**src/hw/rtl/pcx_rle_decode_palette_macros.svh**
```systemverilog
// assertion macros for the pcx run-length decoder
`ifndef PCX_RLE_DECODE_PALETTE_MACROS_SVH
`define PCX_RLE_DECODE_PALETTE_MACROS_SVH

// condition must hold in the same cycle as the trigger
`define PCXD_ASSERT_SAME(label, clk, rst, trig, cond) \
  label: assert property (@(posedge clk) disable iff (rst) (trig) |-> (cond)) \
    else $error("pcxd assertion failed");

// condition must hold in the cycle after the trigger
`define PCXD_ASSERT_NEXT(label, clk, rst, trig, cond) \
  label: assert property (@(posedge clk) disable iff (rst) (trig) |=> (cond)) \
    else $error("pcxd assertion failed");

`endif

```
**src/hw/rtl/pcxd_ram.sv**
```systemverilog
// generic single-write, single-read ram with registered read data
module pcxd_ram #(
  parameter int WIDTH = 8,
  parameter int DEPTH = 256,
  parameter int AW = $clog2(DEPTH)
) (
  input  logic             clk,
  input  logic             we,
  input  logic [AW-1:0]    waddr,
  input  logic [WIDTH-1:0] wdata,
  input  logic             re,
  input  logic [AW-1:0]    raddr,
  output logic [WIDTH-1:0] rdata
);

  logic [WIDTH-1:0] mem [DEPTH];

  always_ff @(posedge clk) begin
    if (we) begin
      mem[waddr] <= wdata;
    end
    if (re) begin
      rdata <= mem[raddr];
    end
  end

endmodule

```
**config.mk**
```make
export PLATFORM = sky130hd
export DESIGN_NAME = pcxd_ram
export DESIGN_NICKNAME = d
export VERILOG_FILES = /design/src/hw/rtl/pcx_rle_decode_palette_macros.svh /design/src/hw/rtl/pcxd_ram.sv
export SDC_FILE = /design/constraint.sdc
export NUM_CORES = 2
export LEC_CHECK = 0
export ABC_AREA = 1
export BUFFER_PORTS_ARGS = -buffer_cell sky130_fd_sc_hd__buf_4
export CORE_ASPECT_RATIO = 2
export CORE_MARGIN = 3
export CORE_UTILIZATION = 36
export CTS_CLUSTER_DIAMETER = 50
export DETAILED_ROUTE_END_ITERATION = 8
export PLACE_DENSITY = 0.49
export REMOVE_ABC_BUFFERS = 1
export SLEW_MARGIN = 20
export SYNTH_ARGS = -nofsm -noshare
export SYNTH_HDL_FRONTEND = slang
export SYNTH_SLANG_ARGS = --single-unit
```
**constraint.sdc**
```tcl
create_clock -name clk -period 2.46 [get_ports clk]
set_input_delay 0 -clock clk [delete_from_list [all_inputs] [get_ports clk]]
set_output_delay 0 -clock clk [all_outputs]
set_load 0.005 [all_outputs]
```
==> metrics <==
YS warnings 0; Hold Path Depth 7; Cell Pwr Density 750.7 nW/µm²; Worst-Margin Slew around 0.95 ns; crit-path cells dlygate4sd3_1, buf_4, inv_1, nor2_1, nand2_1, dlygate4sd3_1, buf_4, nor2_1; Area after DPL 90,980 µm²; CP max stage cell nor2_1; setup bufs post-CTS 0; Initial Utilization 0.3626; Filler cells around 22k; worst hold slack 0.06920 ns; Crit. End Element flop; Clock Skew ~0.063 ns; area leader, netlist edfxtp_1; Cells after DPL slightly above 10k; CTS tree done; post-synth design cell area between 80,000 and 90,000 µm²; Internal Dissipation between 0.05 and 0.06 W; worst r2r path cells 10; HP Class primary input to flop; CTS resizes 0; # port buffers 34; IO Pins 35; Clock Path Buffers 4; final worst path period share 0.9637; CP delay by family, top buffers and inverters; crit path kind primary input to flop; Crit path required time around 3 ns; drt pass-1 iters 8; combinational power share 0.072; sequential share of power 0.530; Sw Ratio 0.2310; highest clock rate 0.4218 GHz; Sink Count between 2k and 2.5k; status finished clean; max incr delay on CP approximately 0.72 ns; Post-synth EDFFs about 2k; LEAKAGE between 30 and 40 nW; final hold violation count 0; Die Wd 346.5 µm; Worst-Skew Late Latency approximately 0.86 ns; initial DRC count around 4.5k; std cell rows roughly 250; RSZ-0062 raised after global routing no; share of cells above drive strength 1 0.1173; total die area roughly 240,000 µm²; vias in the first global route around 56k; global-route wire length before repair roughly 400,000 µm; root buffer cell clkbuf_16; maxcap violations 0; final WL roughly 280,000 µm; most common cell after layout, fill and taps aside nand2_1; HP Start waddr[3]; Slew HR 0.3691; Clock Power Share 0.398; net switching power around 0.017 W; core area 230,200 µm²; final design utilization 0.4218; Num CTS Buffers ~190; largest net degree at the start of global routing 105; crit path time final 2.371 ns; Final Max Tran Viols 0; Tot GR Track Use 0.2291; ys async rst share 0; via/cell ratio ~5.3; worst vdd ir a little over 500 µV; critical path launch point type primary input; Hold Crit Endpoint mem[154][1]; Syn Area/Cell between 10 and 15 µm²; top cell type's share of synthesized area 0.7396; Synth Register Bits around 2.1k; area growth from synthesis to layout 16.33%; Post-DP HPWL 184,200 µm; Mapped Cells roughly 7k; FF-to-FF End rdata[2]; nets@finish around 7.4k; routability cong. about 0.9; worst path bufs/invs 5; drt wl/cell between 20 and 30 µm; post-route cell area between 90,000 and 100,000 µm²; post-synth cell types 13; dominant cells by area after synthesis edfxtp_1, nand3_1, nand2_1; worst r2r src mem[115][2]; height of the chip 687.0 µm; setup tns final 0 ns; antenna-violating nets left 0; Seq/Total Area, Yosys 0.7396; Residual DRC 0; Most used DFF post-synth edfxtp_1; total number of vias ~56k; grt ovf 0; R2R Setup Slk about 0.24 ns; Final Setup Violations 0; Worst-path clk slew about 0.070 ns; post-layout instance count excluding filler cells ~11k; CP max FO 16; Worst EP arrival approximately 2.9 ns; most frequent cells in the layout nand2_1, edfxtp_1, nand3_1; H-tree depth 4; initial antenna violation count 9
## power by group through the flow
| stage | Combinational [W] | Clock [W] | Sequential, W |
|---|---|---|---|
| finish | 0.00524 | 0.0290 | 0.0386 |
| CTS | 0.00530 | 0.0296 | 0.0386 |
| detailed placement | 0.00525 | 0 | 0.0394 |
| global placement | 0.00524 | 0 | 0.0394 |
| floorplan | 0.00204 | 0 | 0.0394 |
| global route | 0.00560 | 0.0308 | 0.0386 |
## cell families (layout without fill, tap and decap cells)
group / Yosys count / in the layout / share of synthesized area
flops: 2056 / 2056 / 0.7396
buf+inv: 522 / 1002 / 0.03116
simple gates: 4425 / 4425 / 0.2292
other cells: 0 / 5 / 0
## synthesized netlist by cell type (2+ instances only)
library cell and number:
buf_4 46, nand2_1 2123, nand3_1 2019, buf_2 268
clkbuf_1 112, edfxtp_1 2056, inv_2 2, buf_1 40
nor2_1 283, buf_6 16, inv_1 36
## through the flow
step                      worst slack [ns]  power, W
final                              0.08919   0.07290
after global routing               0.08253   0.07506
after CTS                           0.1871   0.07351
after detailed placement           -0.2377   0.04465
after global placement             -0.3046   0.04465
after floorplan                     -3.263   0.04144
## worst max-delay path by stage
stage          startpoint     endpoint  slack [ns]  depth (start not counted)
2_1_floorplan    raddr[0]     rdata[7]       -3.26                         11
3_3_place_gp     raddr[0]     rdata[0]       -0.30                         14
3_5_place_dp     raddr[0]     rdata[5]       -0.24                         15
4_1_cts          waddr[4]  mem[238][3]        0.19                          7
5_1_grt          waddr[6]   mem[84][6]        0.08                          8
6_report         waddr[4]   mem[84][6]        0.09                          8
## area by class of cell
class                   instances  area (µm²)  share of cell area
flip-flops and latches       2056       61740              0.6358
multi-input cells            4425       19160              0.1973
repair buffers                637        6382             0.06573
clock buffers                 223        4857             0.05002
well taps                    3012        3769             0.03881
clock inverters               103        1008             0.01039
inverters                      39       182.7            0.001881
diodes                          5       12.51           0.0001288
## sequential cells by signal, summed over array words and instances (netlist names)
name and count:
mem 2048, rdata 8
## worst min-delay path: stages
cell    delay, ns
buf_4        0.13
inv_1        0.05
nor2_1       0.04
inv_1        0.11
nor2_1       0.08
inv_1        0.10
nor2_1       0.18
## what timing repair did
action | CTS | global route
setup endpoints to repair | 0 | 0
hold endpoints to repair | 2031 | 0
hold buffers | 25 | 0
## layer usage
layer	vias to the layer above	GRT usage	wire (µm)
met1	27951	0.2469	97500
met3	563	0.02173	10990
met2	1646	0.4363	150900
met4	2	0.1268	17090
li1	25514	-	-
met5	-	0	10
(Power assumes the default switching activity.)
