$ cat src/hw/rtl/pcx_rle_decode_palette_macros.svh
// assertion macros for the pcx run-length decoder
`ifndef PCX_RLE_DECODE_PALETTE_MACROS_SVH
`define PCX_RLE_DECODE_PALETTE_MACROS_SVH

// condition must hold in the same cycle as the trigger
`define PCXD_ASSERT_SAME(label, clk, rst, trig, cond) \
  label: assert property (@(posedge clk) disable iff (rst) (trig) |-> (cond)) \
    else $error("pcxd assertion failed");

// condition must hold in the cycle after the trigger
`define PCXD_ASSERT_NEXT(label, clk, rst, trig, cond) \
  label: assert property (@(posedge clk) disable iff (rst) (trig) |=> (cond)) \
    else $error("pcxd assertion failed");

`endif

$ cat src/hw/rtl/pcxd_pkg.sv
// shared types and constants of the pcx run-length decoder
package pcxd_pkg;

  localparam int MAX_DIM = 4096;
  localparam int PALETTE_ENTRIES = 256;

  localparam int DIM_W = 13;
  localparam int COL_W = 14;
  localparam int RUN_W = 6;
  localparam int IDX_W = 8;
  localparam int COLOR_W = 24;
  localparam int POS_W = 12;

  localparam logic [1:0] CMD_DATA = 2'd0;
  localparam logic [1:0] CMD_PALETTE = 2'd1;
  localparam logic [1:0] CMD_START = 2'd2;

  localparam logic [1:0] REG_WIDTH = 2'd0;
  localparam logic [1:0] REG_HEIGHT = 2'd1;
  localparam logic [1:0] REG_LINE_BYTES = 2'd2;

  localparam logic [1:0] COUNT_MARK = 2'b11;

  typedef struct packed {
    logic [DIM_W-1:0] width;
    logic [DIM_W-1:0] height;
    logic [COL_W-1:0] line_bytes;
  } cfg_t;

  typedef struct packed {
    logic [IDX_W-1:0] index;
    logic [POS_W-1:0] column;
    logic [POS_W-1:0] row;
    logic             last;
  } pix_req_t;

  typedef struct packed {
    logic [POS_W-1:0]   row;
    logic [POS_W-1:0]   column;
    logic [COLOR_W-1:0] color;
    logic [IDX_W-1:0]   index;
    logic               last;
  } pix_out_t;

endpackage

$ cat src/hw/rtl/pcxd_obuf.sv
// two-entry output buffer between the palette read and the pixel stream
module pcxd_obuf (
  input  logic                 clk,
  input  logic                 rst,
  input  logic                 push,
  input  pcxd_pkg::pix_out_t   push_data,
  output logic                 m_tvalid,
  input  logic                 m_tready,
  output pcxd_pkg::pix_out_t   head,
  output logic                 pop,
  output logic [1:0]           count
);

  pcxd_pkg::pix_out_t slots [2];
  logic               wptr;
  logic               rptr;

  assign m_tvalid = (count != 2'd0);
  assign pop = m_tvalid && m_tready;
  assign head = slots[rptr];

  always_ff @(posedge clk) begin
    if (push) begin
      slots[wptr] <= push_data;
    end
  end

  always_ff @(posedge clk) begin
    if (rst) begin
      wptr <= 1'b0;
      rptr <= 1'b0;
      count <= 2'd0;
    end else begin
      if (push) begin
        wptr <= !wptr;
      end
      if (pop) begin
        rptr <= !rptr;
      end
      count <= count + {1'b0, push} - {1'b0, pop};
    end
  end

endmodule

$ cat config.mk
export PLATFORM = sky130hd
export DESIGN_NAME = pcxd_obuf
export DESIGN_NICKNAME = d
export VERILOG_FILES = /design/src/hw/rtl/pcx_rle_decode_palette_macros.svh /design/src/hw/rtl/pcxd_pkg.sv /design/src/hw/rtl/pcxd_obuf.sv
export SDC_FILE = /design/constraint.sdc
export NUM_CORES = 1
export LEC_CHECK = 0
export BUFFER_PORTS_ARGS = -buffer_cell sky130_fd_sc_hd__buf_2
export CAP_MARGIN = 10
export CORE_MARGIN = 1.5
export CORE_UTILIZATION = 45
export CTS_CLUSTER_DIAMETER = 60
export DETAILED_ROUTE_END_ITERATION = 8
export HOLD_SLACK_MARGIN = 0.08
export PLACE_DENSITY = 0.81
export SYNTH_ARGS = -nofsm -noshare
export SYNTH_HDL_FRONTEND = slang
export SYNTH_SLANG_ARGS = --single-unit
$ cat constraint.sdc
create_clock -name clk -period 6.25 [get_ports clk]
set_input_delay 0.625 -clock clk [delete_from_list [all_inputs] [get_ports clk]]
set_output_delay 0.625 -clock clk [all_outputs]
set_load 0.02 [all_outputs]
==> flow_metrics.tcl <==
set metrics [dict create \
    status "complete, no violations" \
    cts_buffer_depth 2 \
    async_reset_ff_share_pct 0 \
    antenna_found_initial 0 \
    post_cts_buffers 0 \
    cts_sinks 119 \
    ys.flop_type "edfxtp_1" \
    crit_path_start_kind "flip-flop" \
    area_growth_pct 28.6 \
    yosysSeqAreaShare_pct 78.8 \
    fp.coreArea_um2 9680 \
    synth_commonest_cells "edfxtp_1 (114), mux2_4 (30), mux2_2 (29)" \
    grt_use_total_pct 14.4 \
    final.min_clock_period_ps 2700 \
    post-route-period-util_pct 43.2 \
    cts-hold-fix-buffers 0 \
    grt_pass1_vias 2297 \
    routedWlPerCell_um 15.3 \
    yosysMostFrequentCell "edfxtp_1" \
    dpl.hpwl_um 4490 \
    final_area_um2 5750 \
    criticalPathCategory "flip-flop to output pin" \
    cts_tree "built" \
    ys.warnings.count 0 \
    vias 2252 \
    layout-drive-gt1-share_pct 61.2 \
    final.setup.worst_slack_ps 3550 \
    cts_buffers 17 \
    pre_cts_ws_ps 4040 \
    worst_setup_path_end_kind "output pin" \
    finalPower_mw 2.33 \
    wirelength_met1_um 3000 \
    hold_viol_final 0 \
    synth_area_leaders "edfxtp_1 (77%), mux2_4 (10%), mux2_2 (7.3%)" \
    hp-class "primary input to flip-flop" \
    synth_nets 262 \
    die-area_um2 10500 \
    finalNonFillerCells 481 \
    io_pins 122 \
    post_cts_resized 0 \
    power.static_leakage_nw 2.26 \
    ff_latch_area_um2 3530 \
    routed_wl_um 7350 \
    finClkSkew_ps 5.53 \
    drv_cap 0 \
    fmax_mhz 370 \
    rsz0062_at_grt "false" \
    finalNetCount 398 \
    clock_latency_ps 510 \
    synth_cell_types 15 \
    yosysTopAreaCell "edfxtp_1" \
    ys_ff_latch 119 \
    cp_data_arrival_time_ps 2080 \
    synth_compound_area_share_pct 0.168 \
    syn_inst 199 \
    gp_congestion 0.647 \
    dieHeight_um 103 \
    tightest_slew_ps 930 \
    remaining_drc_errors 0 \
    dr_wl_met2_um 3760 \
    muxShareOfSynthArea_pct 17.4 \
    htreeDepth 4 \
    n_antenna_cell 0 \
    drt_first_pass_iters 4 \
    post_dp_cell_area_um2 5210 \
    synthSimpleGateAreaFrac_pct 0.952 \
    final_antenna_net_count 0 \
    fillers 736 \
    path_max_fanout 57 \
    synth_top_family_by_area "multiplexers" \
    fin_util_pct 59.4 \
    power_density_nw_per_um2 405 \
    dp_cells 449 \
    fin_tns_setup_ps 0 \
    avgSynthCellArea_um2 22.5 \
    grt_pass1_wl_um 10800 \
    io_buffers 121 \
    synth_xor_xnor_area_share_pct 0.700 \
    netlist.area_leader.share_pct 76.6 \
    synth-edff-count 114 \
    top_layer_used "met4" \
    die_x_um 103 \
    maxSlewHeadroom_pct 38.0 \
    setup_viol 0 \
    routed-wl-met3_um 433 \
    clk_pin_slew_worst_paths_ps 60 \
    syn_area_um2 4470 \
    first_iter_violations 66 \
    slew_violations 0 \
    grt.overflow.total 0 \
    vdd.ir_drop.worst_uv 276 \
    vias_per_cell 4.68 \
    critPathRequiredTime_ps 5620 \
    initial_utilization_pct 46.1 \
    multiInputGateArea_um2 892 \
    root_buffer "clkbuf_8" \
    synth_adder_area_share_pct 0.560 \
    holdWs_ps 304 \
    placementRows 36 \
    grt_max_degree 58 \
]
-- sequential cells by signal (all words and copies together) (netlist names), named ones only --
name and flops:
count 2, slots 114, rptr 1, wptr 1
-- layer usage --
metal | GRT usage [%] | up-vias
li1 | - | 1058
met1 | 16.4 | 1098
met2 | 23.7 | 80
met3 | 5.42 | 16
met4 | 7.90 | 0
met5 | 0 | -
-- final cells by class --
| cell class | count | area share [%] |
|---|---|---|
| inverters | 2 | 0.131 |
| multi-input cells | 72 | 15.5 |
| clock buffers | 20 | 7.40 |
| flip-flops and latches | 119 | 61.3 |
| clock inverters | 12 | 1.92 |
| repair buffers | 123 | 10.8 |
| well taps | 133 | 2.89 |
-- kinds of logic (layout without fill, tap and decap cells) --
kind of cell             Yosys count  in the layout
multiplexers                      59             59
adder cells (fa/ha/maj)            2              2
AND/OR/NAND/NOR                    8              8
flip-flops                       119            119
buffers and inverters              8            157
AO/OA/AOI/OAI                      1              1
XOR/XNOR                           2              2
-- power by group --
group	internal (mW)	total [mW]	leakage (nW)	switching (mW)
Combinational	0.227	0.446	0.881	0.219
Sequential	0.940	1.01	1.11	0.0707
Clock	0.557	0.872	0.267	0.315
Total	1.72	2.33	2.26	0.605
-- path summary, 6_finish.rpt --
check,slack [ps],cells after the start,to,startpoint
min,300,1,slots[1][2]$_DFFE_PP_,push_data[2]
min reg2reg,590,2,wptr$_SDFFE_PP0P_,wptr$_SDFFE_PP0P_
max reg2reg,4660,2,slots[1][6]$_DFFE_PP_,wptr$_SDFFE_PP0P_
max,3550,2,head[56],flip-flop
-- worst max-delay path: stages, from the launching register on --
cell	delay [ps]
dfxtp_4	950
mux2_2	420
buf_2	160
-- placed cells by master (no fill, tap or decap), drive strengths merged --
cell      count
clkinv        9
bufinv        2
inv           2
clkinvlp      1
nor2b         3
edfxtp      114
ha            2
buf         123
clkbuf       20
xnor3         1
or2           1
dfxtp         5
xnor2         1
and2          1
nor2          3
mux2         59
o21a          1
Power figures use the tool's default switching activity.
