`config.mk`:
```
export PLATFORM = sky130hd
export DESIGN_NAME = pcxd_seq
export DESIGN_NICKNAME = d
export VERILOG_FILES = /design/src/hw/rtl/pcx_rle_decode_palette_macros.svh /design/src/hw/rtl/pcxd_pkg.sv /design/src/hw/rtl/pcxd_seq.sv
export SDC_FILE = /design/constraint.sdc
export NUM_CORES = 1
export LEC_CHECK = 0
export BUFFER_PORTS_ARGS = -buffer_cell sky130_fd_sc_hd__buf_2
export CORE_AREA = 2 2 119 92
export CTS_BUF_LIST = sky130_fd_sc_hd__clkbuf_4 sky130_fd_sc_hd__clkbuf_8 sky130_fd_sc_hd__clkbuf_16
export DETAILED_ROUTE_END_ITERATION = 16
export DIE_AREA = 0 0 121 94
export GPL_TIMING_DRIVEN = 0
export SYNTH_ARGS = -nofsm -noshare
export SYNTH_HDL_FRONTEND = slang
export SYNTH_SLANG_ARGS = --single-unit
```
`constraint.sdc`:
```
create_clock -name clk -period 3.9 [get_ports clk]
set_input_delay 0.78 -clock clk [delete_from_list [all_inputs] [get_ports clk]]
set_output_delay 0.78 -clock clk [all_outputs]
set_load 0.05 [all_outputs]
```
`src/hw/rtl/pcx_rle_decode_palette_macros.svh`:
```
// assertion macros for the pcx run-length decoder
`ifndef PCX_RLE_DECODE_PALETTE_MACROS_SVH
`define PCX_RLE_DECODE_PALETTE_MACROS_SVH

// condition must hold in the same cycle as the trigger
`define PCXD_ASSERT_SAME(label, clk, rst, trig, cond) \
  label: assert property (@(posedge clk) disable iff (rst) (trig) |-> (cond)) \
    else $error("pcxd assertion failed");

// condition must hold in the cycle after the trigger
`define PCXD_ASSERT_NEXT(label, clk, rst, trig, cond) \
  label: assert property (@(posedge clk) disable iff (rst) (trig) |=> (cond)) \
    else $error("pcxd assertion failed");

`endif

```
`src/hw/rtl/pcxd_pkg.sv`:
```
// shared types and constants of the pcx run-length decoder
package pcxd_pkg;

  localparam int MAX_DIM = 4096;
  localparam int PALETTE_ENTRIES = 256;

  localparam int DIM_W = 13;
  localparam int COL_W = 14;
  localparam int RUN_W = 6;
  localparam int IDX_W = 8;
  localparam int COLOR_W = 24;
  localparam int POS_W = 12;

  localparam logic [1:0] CMD_DATA = 2'd0;
  localparam logic [1:0] CMD_PALETTE = 2'd1;
  localparam logic [1:0] CMD_START = 2'd2;

  localparam logic [1:0] REG_WIDTH = 2'd0;
  localparam logic [1:0] REG_HEIGHT = 2'd1;
  localparam logic [1:0] REG_LINE_BYTES = 2'd2;

  localparam logic [1:0] COUNT_MARK = 2'b11;

  typedef struct packed {
    logic [DIM_W-1:0] width;
    logic [DIM_W-1:0] height;
    logic [COL_W-1:0] line_bytes;
  } cfg_t;

  typedef struct packed {
    logic [IDX_W-1:0] index;
    logic [POS_W-1:0] column;
    logic [POS_W-1:0] row;
    logic             last;
  } pix_req_t;

  typedef struct packed {
    logic [POS_W-1:0]   row;
    logic [POS_W-1:0]   column;
    logic [COLOR_W-1:0] color;
    logic [IDX_W-1:0]   index;
    logic               last;
  } pix_out_t;

endpackage

```
`src/hw/rtl/pcxd_seq.sv`:
```
// run sequencer: decodes count and literal bytes and steps columns and rows
module pcxd_seq (
  input  logic                      clk,
  input  logic                      rst,
  input  logic                      s_tvalid,
  input  logic [1:0]                cmd,
  input  logic [7:0]                data_byte,
  input  pcxd_pkg::cfg_t            cfg,
  input  logic                      space,
  output logic                      s_tready,
  output logic                      busy,
  output logic                      req_valid,
  output pcxd_pkg::pix_req_t        req
);

  logic [pcxd_pkg::COL_W-1:0] column;
  logic [pcxd_pkg::DIM_W-1:0] row;
  logic                       awaiting;
  logic [pcxd_pkg::RUN_W-1:0] pending;
  logic [pcxd_pkg::RUN_W-1:0] remain;
  logic [pcxd_pkg::IDX_W-1:0] value;

  logic [pcxd_pkg::DIM_W-1:0] width_c;
  logic [pcxd_pkg::DIM_W-1:0] height_c;
  logic                       accept;
  logic                       is_data;
  logic                       is_count;
  logic                       step_go;
  logic [pcxd_pkg::RUN_W-1:0] step_run;
  logic [pcxd_pkg::IDX_W-1:0] step_val;
  logic                       emit;
  logic [pcxd_pkg::COL_W-1:0] col_inc;
  logic                       line_end;
  logic                       more;
  logic [pcxd_pkg::COL_W-1:0] column_next;
  logic [pcxd_pkg::DIM_W-1:0] row_next;

  assign width_c = (cfg.width > pcxd_pkg::DIM_W'(pcxd_pkg::MAX_DIM)) ?
                   pcxd_pkg::DIM_W'(pcxd_pkg::MAX_DIM) : cfg.width;
  assign height_c = (cfg.height > pcxd_pkg::DIM_W'(pcxd_pkg::MAX_DIM)) ?
                    pcxd_pkg::DIM_W'(pcxd_pkg::MAX_DIM) : cfg.height;

  assign s_tready = !busy && space;
  assign accept = s_tvalid && s_tready;
  assign is_data = accept && (cmd == pcxd_pkg::CMD_DATA) && (row < height_c);
  assign is_count = (data_byte[7:6] == pcxd_pkg::COUNT_MARK);

  always_comb begin
    if (busy) begin
      step_go = space;
      step_run = remain;
      step_val = value;
    end else begin
      step_go = is_data && (awaiting ? (pending != '0) : !is_count);
      step_run = awaiting ? pending : pcxd_pkg::RUN_W'(1);
      step_val = data_byte;
    end
  end

  // one decoded byte per step
  assign emit = {1'b0, column} < {2'b0, width_c};
  assign col_inc = column + pcxd_pkg::COL_W'(1);
  assign line_end = col_inc >= cfg.line_bytes;
  assign more = !line_end && (step_run > pcxd_pkg::RUN_W'(1));
  assign column_next = line_end ? '0 : col_inc;
  assign row_next = line_end ? row + pcxd_pkg::DIM_W'(1) : row;

  assign req_valid = step_go && emit;
  assign req.index = step_val;
  assign req.column = column[pcxd_pkg::POS_W-1:0];
  assign req.row = row[pcxd_pkg::POS_W-1:0];
  assign req.last = !more || ({1'b0, col_inc} >= {2'b0, width_c});

  always_ff @(posedge clk) begin
    if (rst) begin
      column <= '0;
      row <= '0;
      awaiting <= 1'b0;
      pending <= '0;
      remain <= '0;
      busy <= 1'b0;
      value <= '0;
    end else begin
      if (accept && (cmd == pcxd_pkg::CMD_START)) begin
        column <= '0;
        row <= '0;
        awaiting <= 1'b0;
        pending <= '0;
      end
      if (is_data) begin
        if (awaiting) begin
          awaiting <= 1'b0;
        end else if (is_count) begin
          pending <= data_byte[pcxd_pkg::RUN_W-1:0];
          awaiting <= 1'b1;
        end
      end
      if (step_go) begin
        column <= column_next;
        row <= row_next;
        busy <= more;
        remain <= step_run - pcxd_pkg::RUN_W'(1);
        value <= step_val;
      end
    end
  end

endmodule

```
==> results of run 1 <==
[cells in the mapped netlist, types with 9 or more instances]
| master | instances | area share [%] |
|---|---|---|
| a21oi_1 | 19 | 2.4 |
| a22oi_1 | 12 | 2.2 |
| a31oi_1 | 15 | 2.3 |
| and3_1 | 10 | 1.6 |
| buf_4 | 24 | 4.5 |
| clkbuf_1 | 13 | 1.2 |
| dfxtp_1 | 49 | 24 |
| ha_1 | 56 | 17 |
| inv_1 | 25 | 2.3 |
| mux2i_1 | 13 | 3.2 |
| nand2_1 | 57 | 5.3 |
| nand3_1 | 19 | 2.4 |
| nor2_1 | 43 | 4.0 |
| nor2b_1 | 9 | 1.4 |
| o211ai_1 | 11 | 2.1 |
| o21ai_0 | 19 | 2.4 |
| xnor2_1 | 10 | 2.2 |
[power by group through the flow]
stage	logic (mW)	registers, mW	clock network, mW
2_1_floorplan	0.149	0.526	0
3_3_place_gp	0.211	0.529	0
3_5_place_dp	0.216	0.529	0
4_1_cts	0.230	0.512	0.453
5_1_grt	0.262	0.514	0.467
6_report	0.236	0.513	0.445
[metal layers]
metal  part of all wire, %  GRT usage (%)  vias to the layer above
met2                    45           31.1                       95
li1                      -              -                     2007
met4                   1.2           4.46                        0
met3                   4.1           2.85                       11
met1                    49           26.6                     1840
met5                     0              0                        -
[logic make-up after synthesis]
family          synth area share [%]
simple gates                    20.0
compound gates                  19.8
buf+inv                         9.29
fa+ha+maj                       17.5
flops                           24.4
mux                             5.48
xor+xnor                        3.49
[final timing paths]
check | startpoint | slack [ns] | end | cells past startpoint
min | column[2] | 0.49 | column[2] | 1
max | column[0] | 0.02 | req[0] | 13
max reg2reg | column[0] | 0.50 | row[6] | 15
min reg2reg | column[2] | 0.49 | column[2] | 1
[state kept, by name, summed over array words and instances, names as in the netlist]
| name | cells |
|---|---|
| awaiting | 1 |
| busy | 1 |
| column | 14 |
| pending | 6 |
| remain | 6 |
| row | 13 |
| value | 8 |
[timing repair]
| item | 4_1_cts | 5_1_grt |
|---|---|---|
| endpoints found under the setup margin | 9 | 2 |
| resized for setup | 46 | 27 |
| buffers inserted | 10 | 14 |
| pin swaps | 9 | 16 |
[layout make-up]
type	instances	share of cell area (%)
clock buffers	7	2.79
inverters	25	1.91
well taps	136	3.25
repair buffers	112	12.2
flip-flops and latches	49	19.3
multi-input cells	376	55.0
plain buffers	42	5.61
[worst max-delay path: stages (launching register included)]
cell	delay, ns
dfxtp_4	0.38
nand2_4	0.06
or4_4	0.58
buf_4	0.17
nor2_1	0.19
xor2_2	0.25
ha_1	0.27
o21a_1	0.12
nor2_2	0.14
a21oi_4	0.07
buf_8	0.14
a21oi_4	0.15
nand3_2	0.10
buf_8	0.16
[per-stage QoR]
stage / total power [mW] / hold WS, ns / setup TNS, ns / cells
after floorplan: 0.675 / 0.454 / 0 / 496
after global placement: 0.739 / 0.467 / -1.99 / 720
after detailed placement: 0.745 / 0.481 / -2.37 / 720
after CTS: 1.19 / 0.495 / 0 / 733
after global routing: 1.24 / 0.515 / -0.0601 / 747
final: 1.19 / 0.485 / 0 / 747
==> flow_summary.json, run 1 <==
{
  "outcome": "finished clean",
  "number_of_flip_flops_and_latches_in_the_synthesized_netlist": 49,
  "gpl.final_weighted_congestion": 0.814,
  "htree_levels": 2,
  "drt-wirelength-per-cell_um": 14.7,
  "tightest_pin_transition_ns": 0.723,
  "final-hold-violation-count": 0,
  "design_area_um2": 5240,
  "power_frac_clock_pct": 37.3,
  "yosysSeqAreaShare_pct": 24.4,
  "final-max-slew-violation-count": 0,
  "min_period_ns": 3.88,
  "power_switching_mw": 0.333,
  "crit_path_max_fanout": 4,
  "yosysWarnings": 0,
  "tritoncts_clock_tree": "yes",
  "placement.io_buffers": 88,
  "place_hpwl_um": 8280,
  "multi_input_comb_area_um2": 2880,
  "cellInternalPower_mw": 0.861,
  "grt-ovfl-total": 0,
  "comb_power_share_pct": 19.8,
  "place_ws_ns": -0.804,
  "timing.max_slew.rel_slack_pct": 51.7,
  "cts_root_buf": "clkbuf_16",
  "unrepaired_setup_endpoints_after_global_routing": "yes",
  "vias_per_cell": 5.29,
  "clock_sink_count": 49,
  "power-per-cell-area_nw_per_um2": 228,
  "cts.clk_slew.worst_paths_ns": 0.06,
  "timing.final.ws_setup_ns": 0.0242,
  "clock-skew-final_ns": 0.00560,
  "synthDistinctLibCells": 55,
  "syn-mean-instance-area_um2": 8.09,
  "place_area_um2": 4640,
  "mappedNetlistNets": 606,
  "route.detailed.drc": 0,
  "final_net_count": 721,
  "crit_type": "flip-flop to primary output",
  "critical_path.startpoint_type": "flip-flop",
  "synth_enable_flop_cells": 0,
  "boundaryPins": 90,
  "pwr-share-seq_pct": 42.9,
  "layout.cells.most_common": "buf_2",
  "drive_above_1_share_pct": 33.7,
  "rows": 32,
  "first_drt_pass_iteration_count": 4,
  "drt_wl_total_um": 11000,
  "initial_utilization_pct": 39.6,
  "syn2layout_area_growth_pct": 30.5,
  "cts_made_buffers": 5,
  "netSwitchingFraction_pct": 27.9,
  "worst_ep_arrival_time_ns": 3.10,
  "layout.filler_cells": 973,
  "global_route.usage.total_pct": 19.1,
  "die_x_um": 121,
  "detailedRoute.firstIterationViolations": 139,
  "synthFlopType": "dfxtp_1",
  "number_of_antenna_violations_at_the_first_check_in_global_routing": 0,
  "vdd.ir_drop.worst_mv": 0.160,
  "fmax_mhz": 258,
  "synthArstFlopShare_pct": 0,
  "p_leak_nw": 2.42,
  "hold_path.class": "flip-flop to flip-flop",
  "cts_max_path_buffers": 2,
  "mappedNetlistArea_um2": 4020,
  "finalCritPeriodShare_pct": 99.4,
  "area.sequential_um2": 1010,
  "cp.required_ns": 3.12,
  "setup_viol": 0,
  "cp-end-kind": "primary output",
  "synth_cells": 496,
  "postRouteAntennaNets": 0,
  "grt_first_pass_wirelength_um": 17700,
  "layout_common_cells": "92 x buf_2, 56 x nand2_1, 54 x ha_1",
  "grt_start_max_net_pins": 16,
  "core_area_um2": 10100,
  "clock_insertion_delay_worst_skew_ns": 0.29,
  "max_cap_violations": 0,
  "detailroute.via_count": 3953,
  "post_cts_hold_buffer_count": 0,
  "floorplan.die_area_um2": 11400,
  "first_global_vias": 3714,
  "num_antenna_cells": 0,
  "die_height_um": 94,
  "fin_util_pct": 51.7
}
Power figures use the tool's default switching activity.
==> inputs of run 2 (changes only) <==
==> constraint.sdc (replaced) <==
create_clock -name clk -period 3.9 [get_ports clk]
set_input_delay 0.39 -clock clk [delete_from_list [all_inputs] [get_ports clk]]
set_output_delay 0.39 -clock clk [all_outputs]
set_load 0.05 [all_outputs]
==> flow_summary.json, run 2 (synthesis results as in run 1) <==
{
  "hold-worst-slack_ns": 0.349,
  "drt-wirelength-per-cell_um": 14.1,
  "layout.cells.most_common": "buf_2",
  "setup_tns_ns": 0,
  "final-max-slew-violation-count": 0,
  "drt_wl_total_um": 10200,
  "die_x_um": 121,
  "detailroute.via_count": 3820,
  "unrepaired_setup_endpoints_after_global_routing": "no",
  "number_of_antenna_violations_at_the_first_check_in_global_routing": 0,
  "cts.clk_slew.worst_paths_ns": 0.06,
  "vdd.ir_drop.worst_mv": 0.150,
  "placement.io_buffers": 88,
  "boundaryPins": 90,
  "syn2layout_area_growth_pct": 22.3,
  "die_height_um": 94,
  "power_frac_clock_pct": 37.7,
  "clock_sink_count": 49,
  "netSwitchingFraction_pct": 27.5,
  "area.sequential_um2": 998,
  "hold_path.class": "input pin to flip-flop",
  "timing.max_slew.rel_slack_pct": 54.3,
  "htree_levels": 2,
  "layout.filler_cells": 1015,
  "cellInternalPower_mw": 0.853,
  "cp-end-kind": "primary output",
  "final_net_count": 701,
  "layout_common_cells": "94 x buf_2, 57 x nand2_1, 55 x ha_1",
  "drive_above_1_share_pct": 27.7,
  "power_switching_mw": 0.324,
  "largestRegisters": "column x14, row x13, value x8",
  "crit_type": "flip-flop to primary output",
  "tightest_pin_transition_ns": 0.685,
  "cts_made_buffers": 5,
  "fmax_mhz": 269,
  "route.detailed.drc": 0,
  "tritoncts_clock_tree": "yes",
  "max_ffs_per_register": 14,
  "core_area_um2": 10100,
  "gpl.final_weighted_congestion": 0.838,
  "setup_viol": 0,
  "crit_path_max_fanout": 10,
  "multi_input_comb_area_um2": 2760,
  "worst_ep_arrival_time_ns": 3.33,
  "grt-ovfl-total": 0,
  "cts_root_buf": "clkbuf_16",
  "place_hpwl_um": 8220,
  "first_global_vias": 3672,
  "critical_path.startpoint_type": "flip-flop",
  "post_cts_hold_buffer_count": 0,
  "postRouteAntennaNets": 0,
  "comb_power_share_pct": 18.4,
  "num_antenna_cells": 0,
  "grt_start_max_net_pins": 14,
  "p_leak_nw": 2.27,
  "max_cap_violations": 0,
  "outcome": "finished clean",
  "final-hold-violation-count": 0,
  "finalCritPeriodShare_pct": 95.4,
  "clock-skew-final_ns": 0.00500,
  "first_drt_pass_iteration_count": 5,
  "setup_slack_on_the_worst_flop_to_flop_path_ns": 0.52,
  "detailedRoute.firstIterationViolations": 191,
  "pwr-share-seq_pct": 43.9,
  "design_area_um2": 4910,
  "power-per-cell-area_nw_per_um2": 240,
  "place_area_um2": 4630,
  "global_route.usage.total_pct": 18.8,
  "fin_util_pct": 48.5,
  "min_period_ns": 3.72,
  "grt_first_pass_wirelength_um": 17400,
  "cts_max_path_buffers": 2,
  "rows": 32,
  "vias_per_cell": 5.25,
  "initial_utilization_pct": 39.6,
  "floorplan.die_area_um2": 11400,
  "largest-register": "column",
  "cp.required_ns": 3.51,
  "clock_insertion_delay_worst_skew_ns": 0.29
}
run 2: cell count changes in the layout (fill, tap and decap cells not counted), sizes merged:
cell and change:
clkbuf +2, buf -22
run 2: power groups by stage:
stage	Sequential (mW)	Clock [mW]	Combinational (mW)
final	0.516	0.444	0.217
after global routing	0.517	0.472	0.246
after CTS	0.518	0.452	0.217
after detailed placement	0.529	0	0.214
after global placement	0.529	0	0.209
after floorplan	0.526	0	0.147
run 2: path summary, 6_finish.rpt:
kind,start,end,cells past startpoint
worst max register to register,column[5],row[9],13
worst max-delay path,column[5],req[0],13
worst min register to register,value[1],value[1],2
worst min-delay path,data_byte[0],pending[0],3
run 2: final cells by class:
cell class	instances	area share [%]
flip-flops and latches	49	20.3
plain buffers	43	5.65
multi-input cells	376	56.1
clock buffers	7	2.98
well taps	136	3.46
repair buffers	91	9.48
inverters	25	1.99
run 2: worst max-delay path, stage by stage, from the launching register on:
cell and delay (ns):
dfxtp_2 0.42, inv_1 0.09, or4_4 0.60, nor2_2 0.17, xor2_2 0.23, ha_1 0.30, and4_1 0.22, o2111ai_1 0.11
a21o_1 0.18, a21oi_4 0.09, clkbuf_8 0.17, a21oi_4 0.16, nand3_1 0.10, buf_4 0.20
run 2: routing by layer:
metal  vias to the layer above  part of all wire, %  GRT usage [%]
met5                         -                    0              0
met4                         0                 0.52           3.20
met3                         4                  4.3           2.43
met2                        78                   44           30.7
met1                      1773                   51           26.6
li1                       1965                    -              -
run 2: metrics by stage:
stage               worst slack [ns]  total power, mW  cells
detailed placement            -0.340            0.744    720
global placement              -0.329            0.738    720
floorplan                      0.346            0.674    496
finish                         0.179             1.18    727
CTS                           0.0121             1.19    726
global route                  0.0315             1.24    727
run 2: what timing repair did:
item,4_1_cts,5_1_grt
setup endpoints to repair,10,2
pin swaps,0,1
resized for setup,20,14
buffers inserted,0,3
